**src/rtl/smbg_pkg.sv**
```systemverilog
// ----------------------------------------------------------------------------
// smbg_pkg
// Shared constants and types for the spectral mask bin gain pipeline.
// ----------------------------------------------------------------------------
`default_nettype none

package smbg_pkg;

    localparam int CANVAS_WIDTH   = 64;
    localparam int CANVAS_HEIGHT  = 64;
    localparam int TRANSFORM_SIZE = 2048;

    localparam int CELL_TOTAL = CANVAS_WIDTH * CANVAS_HEIGHT;
    localparam int HALF_SIZE  = TRANSFORM_SIZE / 2;
    localparam int GAIN_DEPTH = HALF_SIZE + 1;

    localparam int CELL_AW = $clog2(CELL_TOTAL);
    localparam int GAIN_AW = $clog2(GAIN_DEPTH);
    localparam int COL_W   = $clog2(CANVAS_WIDTH);
    localparam int ROW_W   = $clog2(CANVAS_HEIGHT);
    localparam int CNT_W   = $clog2(CELL_TOTAL + 1);

    localparam int IDX_W = 12;
    localparam int Q15_W = 16;
    localparam int BIN_W = 11;
    localparam int POS_W = 16;

    localparam logic [Q15_W-1:0] UNITY_Q15  = 16'd32768;
    localparam logic [Q15_W-1:0] SMOOTH_Q16 = 16'd22938;
    localparam logic [Q15_W-1:0] KEEP_Q16   = 16'd42598;

    // normalised frequency bin * 2^32 / HALF_SIZE, HALF_SIZE a power of two
    localparam int FQ_SHIFT = 32 - $clog2(HALF_SIZE);

    // square root: 17 result bits, two per stage
    localparam int SQRT_STEPS     = 17;
    localparam int SQRT_PER_STAGE = 2;
    localparam int SQRT_STAGES    = (SQRT_STEPS + SQRT_PER_STAGE - 1) / SQRT_PER_STAGE;
    localparam int ROOT_W         = SQRT_STEPS;
    localparam int REM_W          = ROOT_W + 4;
    localparam int RAD_W          = 2 * SQRT_STEPS;

    localparam int CLEAR_LEN = (CELL_TOTAL > GAIN_DEPTH) ? CELL_TOTAL : GAIN_DEPTH;
    localparam int CLR_W     = $clog2(CLEAR_LEN);

    typedef enum logic {
        OP_WRITE   = 1'b0,
        OP_COMPUTE = 1'b1
    } op_t;

    typedef struct packed {
        logic              valid;
        op_t               op;
        logic [IDX_W-1:0]  cell_index;
        logic [Q15_W-1:0]  cell_value;
        logic [BIN_W-1:0]  bin;
        logic [Q15_W-1:0]  depth;
        logic [POS_W-1:0]  scan;
    } item_t;

    typedef struct packed {
        item_t             item;
        logic [ROOT_W-1:0] root;
        logic [REM_W-1:0]  rem;
    } sqrt_t;

    typedef struct packed {
        logic              valid;
        logic [BIN_W-1:0]  bin;
        logic [Q15_W-1:0]  depth;
        logic [Q15_W-1:0]  mask;
        logic              nonempty;
    } mask_t;

    typedef struct packed {
        logic              valid;
        logic [BIN_W-1:0]  bin;
        logic [Q15_W-1:0]  gain;
    } result_t;

    typedef struct packed {
        logic              active;
        logic [CLR_W-1:0]  addr;
    } clear_t;

endpackage

`default_nettype wire

```
**src/rtl/smbg_sqrt_pipe.sv**
```systemverilog
// ----------------------------------------------------------------------------
// smbg_sqrt_pipe
// Input register and pipelined digit-by-digit square root of the bin's
// normalised frequency.
// ----------------------------------------------------------------------------
`default_nettype none

module smbg_sqrt_pipe
    import smbg_pkg::*;
(
    input  wire logic  clk,
    input  wire logic  rst_n,
    input  wire logic  en,
    input  wire item_t in_item,
    output sqrt_t      out_stage
);

    sqrt_t stage_reg [SQRT_STAGES+1];
    sqrt_t stage0_next;

    function automatic sqrt_t sqrt_step(sqrt_t s, int j);
        logic [RAD_W-1:0] rad;
        logic [REM_W-1:0] rem_sh;
        logic [REM_W-1:0] trial;
        sqrt_t            r;
        rad    = RAD_W'(s.item.bin) << FQ_SHIFT;
        rem_sh = {s.rem[REM_W-3:0], rad[2*j +: 2]};
        trial  = REM_W'({s.root, 2'b01});
        r      = s;
        if (rem_sh >= trial)
        begin
            r.rem  = rem_sh - trial;
            r.root = {s.root[ROOT_W-2:0], 1'b1};
        end
        else
        begin
            r.rem  = rem_sh;
            r.root = {s.root[ROOT_W-2:0], 1'b0};
        end
        return r;
    endfunction

    always_comb
    begin
        stage0_next      = '0;
        stage0_next.item = in_item;
        if (in_item.cell_value > UNITY_Q15)
        begin
            stage0_next.item.cell_value = UNITY_Q15;
        end
        if (in_item.bin > BIN_W'(HALF_SIZE))
        begin
            stage0_next.item.bin = BIN_W'(HALF_SIZE);
        end
    end

    always_ff @(posedge clk or negedge rst_n)
    begin
        if (!rst_n)
        begin
            stage_reg[0] <= '0;
        end
        else if (en)
        begin
            stage_reg[0] <= stage0_next;
        end
    end

    for (genvar s = 1; s <= SQRT_STAGES; s++)
    begin : g_stage
        sqrt_t nxt;

        always_comb
        begin
            nxt = stage_reg[s-1];
            for (int k = 0; k < SQRT_PER_STAGE; k++)
            begin
                if ((s - 1) * SQRT_PER_STAGE + k < SQRT_STEPS)
                begin
                    nxt = sqrt_step(nxt, SQRT_STEPS - 1 - ((s - 1) * SQRT_PER_STAGE + k));
                end
            end
        end

        always_ff @(posedge clk or negedge rst_n)
        begin
            if (!rst_n)
            begin
                stage_reg[s] <= '0;
            end
            else if (en)
            begin
                stage_reg[s] <= nxt;
            end
        end
    end

    assign out_stage = stage_reg[SQRT_STAGES];

endmodule

`default_nettype wire

```
**config.mk**
```make
export PLATFORM = sky130hd
export DESIGN_NAME = smbg_sqrt_pipe
export DESIGN_NICKNAME = d
export VERILOG_FILES = /design/src/rtl/smbg_pkg.sv /design/src/rtl/smbg_sqrt_pipe.sv
export SDC_FILE = /design/constraint.sdc
export NUM_CORES = 2
export LEC_CHECK = 0
export BUFFER_PORTS_ARGS = -buffer_cell sky130_fd_sc_hd__buf_2
export CAP_MARGIN = 20
export CORE_AREA = 2 2 349 351
export DETAILED_ROUTE_END_ITERATION = 10
export DIE_AREA = 0 0 351 353
export PLACE_DENSITY_LB_ADDON = 0.15
export SLEW_MARGIN = 20
export SYNTH_ARGS = -nofsm -noshare
export SYNTH_HDL_FRONTEND = slang
export SYNTH_SLANG_ARGS = --single-unit
```
**constraint.sdc**
```tcl
create_clock -name clk -period 9.2 [get_ports clk]
set_input_delay 0 -clock clk [delete_from_list [all_inputs] [get_ports clk]]
set_output_delay 0 -clock clk [all_outputs]
set_load 0.005 [all_outputs]
```
Word level (Yosys, flattened, before mapping)
Index checks and enable logic that the tools add are counted.
- flip-flop bits (word level): 992
- bits in latches: 0
- bits in writable memories: 0
- ROM bits: 0
- bits of input ports: 76
- output and inout port bits: 111
- word-level logic and storage cells: 143
- memories kept: 0
- add/subtract/negate cells: 17
- multiply operators: 0
- divide/modulo/power cells: 0
- $lt $le $gt $ge: 19
- eq/ne operators: 0
- shift-type cells: 0
- multiplexer cells: 19
- bitwise operators: 0
- reduce and logical (&&, ||, !) cells: 0
- operators with widths (operator ; count):
    22-bit 2-to-1 mux ; 17
    21-bit by 10-bit >= comparator with 1-bit output ; 1
    21-bit by 11-bit >= comparator with 1-bit output ; 1
    21-bit by 12-bit >= comparator with 1-bit output ; 1
    21-bit by 13-bit >= comparator with 1-bit output ; 1
    21-bit by 14-bit >= comparator with 1-bit output ; 1
    21-bit by 15-bit >= comparator with 1-bit output ; 1
    21-bit by 16-bit >= comparator with 1-bit output ; 1
    21-bit by 17-bit >= comparator with 1-bit output ; 1
    21-bit by 18-bit >= comparator with 1-bit output ; 1
    21-bit by 3-bit >= comparator with 1-bit output ; 1
    21-bit by 4-bit >= comparator with 1-bit output ; 1
    21-bit by 5-bit >= comparator with 1-bit output ; 1
    21-bit by 6-bit >= comparator with 1-bit output ; 1
    21-bit by 7-bit >= comparator with 1-bit output ; 1
    21-bit by 8-bit >= comparator with 1-bit output ; 1
    21-bit by 9-bit >= comparator with 1-bit output ; 1
    21-bit by 10-bit subtractor with 21-bit output ; 1
    21-bit by 11-bit subtractor with 21-bit output ; 1
    21-bit by 12-bit subtractor with 21-bit output ; 1
    21-bit by 13-bit subtractor with 21-bit output ; 1
    21-bit by 14-bit subtractor with 21-bit output ; 1
    21-bit by 15-bit subtractor with 21-bit output ; 1
    21-bit by 16-bit subtractor with 21-bit output ; 1
    15 further kinds ; 15

Depth between registers and ports, before layout
- depth after elaboration: 4
- depth in mapped cells: 25
- mapped depth without buffers: 23

Worst setup path before layout
Ideal clock, no wire load.
- path kind: register to register
- from: register stage_reg[243] (netlist name)
- to: register stage_reg[129] (netlist name)
- library setup time: 0.137 ns
- data arrival time: 5.281 ns
- required time: 9.063 ns
- slack: 3.781 ns
- stages on the path, launching flop included: 24
- path buffers: 2
- clock period less this slack: 5.419 ns
- cell sequence: dfrtp_1 ha_1 fa_1 a21o_1 a21oi_1 o21a_1 o21ai_0 a21o_1 inv_1 clkbuf_1 buf_1 ha_1 inv_1 ha_1 a21o_1 a21o_1 a2111oi_0 o31ai_1 o31ai_1 nand2b_1 a21o_1 a211o_1 a22oi_1 o31ai_1
- RTL lines (element ; line ; text):
    start, declared ; smbg_sqrt_pipe.sv:18 ; sqrt_t stage_reg [SQRT_STAGES+1];
    start signal, assigned by index ; smbg_sqrt_pipe.sv:93 ; stage_reg[s] <= nxt;

==> key figures <==
Run status
  – Status: complete, no violations

Setup path
  – CP peak stage delay: 820 ps
  – Worst path cell trace: inv_1 -> ha_1 -> fa_1 -> a21o_1 -> a21oi_1 -> o21a_1 -> o21ai_0 -> a21o_1 -> inv_1 -> ha_1 -> inv_1 -> ha_1 -> a21o_1 -> a21o_1 -> a2111oi_0 -> o31ai_1 -> o31ai_1 -> nand2b_1 -> a21o_1 -> a211o_1 -> a22oi_1 -> o31ai_1
  – Type of the worst setup path: reg2reg
  – CP max-delay cell: a2111oi_0
  – Worst Setup End Kind: flip-flop
  – WP data arrival: 6860 ps
  – WP data required: 9770 ps
  – Crit Path Max Fanout: 30
  – Startpoint types: flip-flop
  – Most used cell, CP: a21o_1

Final layout
  – Layout Nets: 4158
  – Finished Core Util: 42.7%
  – Layout Cells excl Fill: 5647
  – Filler cells: 11400
  – Seq. cell area: 0.0239 sq mm
  – Max FFs per register: 657
  – Layout cells sized above 1: 28.8%
  – Multi-input logic area: 0.0194 sq mm
  – P&R area growth vs syn: 13.7%

Job
  – Max-cap viol count: 0

STA
  – Fin crit share: 68.4%
  – Clk_skew: 30.4 ps
  – Final setup violation count: 0
  – Total negative setup slack: 0 ps
  – Min cycle time layout: 6290 ps
  – Fmax: 159 MHz
  – Final worst slack: 2910 ps
  – Fin. Hold Viols: 0
  – Final Max Tran Viols: 0
  – Unrepaired setup endpoints after global routing: no
  – Worst slew pin tran: 1000 ps
  – Max transition margin: 33.4%

Detailed routing
  – DRT iter0 DRCs: 1583
  – Vias: 28000
  – WL/cell: 16.3 microns
  – Vias/cell: 4.95
  – Routed WL: 91900 microns
  – Residual DRC count: 0
  – Initial DRT Pass Iterations: 5
  – Post-route ant nets: 0

Yosys
  – Number of flops mapped to enable cells by yosys: 0
  – Gate Count Post-Synth: 3806
  – Ys flop type: dfrtp_1
  – Synth Register Bits: 957
  – Largest family of logic cells by synthesized area: multiplexers
  – Top cell type's share of synthesized area: 52.8%
  – Synth Area in XOR/XNOR: 2.51%
  – Largest area contributor in the netlist: dfrtp_1
  – Simple-gate portion of the synthesized area: 7.22%
  – Mux share of post-synthesis cell area: 19.8%
  – Area contributors post-synth: dfrtp_1 (53%), mux2_2 (18%), ha_1 (3.9%), o21ai_0 (2.3%), a21oi_1 (2.0%)
  – Average size of a mapped cell: 11.9 sq um
  – Mapped Nets: 4029
  – Adder-Cell Fraction of Synth Area: 4.17%
  – Synth Area in Compound Gates: 9.01%
  – Register area share after synthesis: 52.8%
  – Yosys cell types: 83
  – Synth warn: 0
  – Async S/R FF share, synth: 100%
  – Synthesized cell area: 0.0453 sq mm

CTS
  – Max Buffers Root-to-Sink: 3
  – CTS tree: yes
  – Clk_lat worst skew: 700 ps
  – Clk slew on worst S/H paths: 60 ps
  – Post-CTS Setup Bufs: 0
  – Cts hold-fix bufs: 88
  – Clock sinks: 957
  – Root Driver: clkbuf_16
  – H-tree Lvls: 3
  – CTS buffer count: 103
  – Cts repair resizes: 0

Placed design
  – Placed cell count: 5367
  – Hpwl dp: 61000 microns
  – Port bufs: 186
  – Routability Congestion: 0.822
  – Dpl ws: 2910 ps

Power
  – Peak supply drop: 169 uV
  – Power density cells: 312 mW/mm^2
  – Power consumption: 16.1 mW
  – P_leak: 22.8 nW

Die
  – Starting density of the core: 37.6%
  – Row Count: 128
  – Die area: 0.124 sq mm
  – Core area: 0.121 sq mm
  – Die W: 351 microns
  – Die H: 353 microns
  – Top Ports: 187

Global route
  – Initial antenna violation count: 5
  – Grt ovf: 0
  – First-pass GRT wire length: 153000 microns
  – Largest net degree at the start of global routing: 203
  – Number of global-route vias before repair: 27900
  – Gr usage total: 15.0%

Min path
  – Worst Hold Class: in2reg
==> cell usage after synthesis, types with 15 or more instances <==
cell type	number
a211oi_1	16
a21o_1	43
a21oi_1	185
a31oi_1	30
buf_4	113
clkbuf_1	147
dfrtp_1	957
ha_1	140
inv_1	151
mux2_2	740
mux2i_1	61
nand2_1	203
nand3_1	39
nand3b_1	15
nand4_1	19
nor2_1	213
nor2b_1	27
nor3_1	53
nor4_1	17
o21a_1	28
o21ai_0	205
xnor2_1	73
xor2_1	57
==> layout make-up <==
class	count	share of cell area (%)
multi-input combinational	2421	37.6
antenna	2	0.00971
clock inverter	35	0.854
timing repair buffer	298	4.14
sequential	957	46.5
inverter	154	1.12
clock buffer	155	5.91
tap	1625	3.94
==> worst max-delay path, delay by kind of cell, from the launching register on <==
kind            cells  cell delay (ps)
compound gates     14             3670
flops               1              420
simple gates        1              100
fa+ha+maj           4             1150
buf+inv             3              810
==> worst paths after layout <==
path	slack, ps	start	cells after the start	to
worst min register to register	480	stage_reg[248]$_DFFE_PN0P_	2	stage_reg[139]$_DFFE_PN0P_
worst min-delay path	70	in_item[60]	3	g_stage[1].nxt[98]$_DFFE_PN0P_
worst max-delay path	2910	stage_reg[244]$_DFFE_PN0P_	22	stage_reg[129]$_DFFE_PN0P_
min in group asynchronous	300	rst_n	3	g_stage[4].nxt[88]$_DFFE_PN0P_
max in group asynchronous	7040	rst_n	5	g_stage[5].nxt[67]$_DFFE_PN0P_
worst max register to register	2910	stage_reg[244]$_DFFE_PN0P_	22	stage_reg[129]$_DFFE_PN0P_
==> power by group <==
group	switching, mW	total, mW	internal [mW]	leakage [nW]
Sequential	0.790	6.23	5.44	11.6
Combinational	2.96	5.67	2.71	9.52
Clock	1.73	4.19	2.46	1.71
Total	5.48	16.1	10.6	22.8
==> cell families (layout without fill, tap and decap cells) <==
group | count (synthesis) | count (layout)
buffers and inverters | 428 | 642
multiplexers | 802 | 802
AND/OR/NAND/NOR | 687 | 687
adder cells (fa/ha/maj) | 147 | 147
flip-flops | 957 | 957
AO/OA/AOI/OAI | 655 | 655
XOR/XNOR | 130 | 130
other | 0 | 2
==> placed cells by master, fill, tap and decap left out, drive strengths merged, types with 27 or more instances in the layout <==
cell type / count
xnor2: 73
inv: 155
mux2i: 61
dlygate4sd3: 87
a21oi: 186
ha: 140
a31oi: 30
o21ai: 206
mux2: 741
o21a: 28
xor2: 57
clkbuf: 155
nor3: 55
nor2b: 27
dfrtp: 957
buf: 211
nor2: 213
nand2: 203
a21o: 43
nand3: 39
==> layer usage <==
| layer | global-route usage, % | routed length, microns | part of all wire (%) | vias to the layer above |
|---|---|---|---|---|
| li1 | - | - | - | 13700 |
| met1 | 22.0 | 45900 | 50 | 13800 |
| met2 | 22.6 | 40300 | 44 | 335 |
| met3 | 2.76 | 3590 | 3.9 | 136 |
| met4 | 4.21 | 2020 | 2.2 | 4 |
| met5 | 0 | 27 | 0.029 | - |
==> metrics by stage <==
step / cell area [sq um] / hold slack (ps)
after floorplan: 45300 / -296
after global placement: 47200 / 117
after detailed placement: 47200 / 122
after CTS: 51500 / 3.99
after global routing: 51500 / 36.2
final: 51600 / 73.2
No activity file was read; power rests on OpenSTA's default activity.
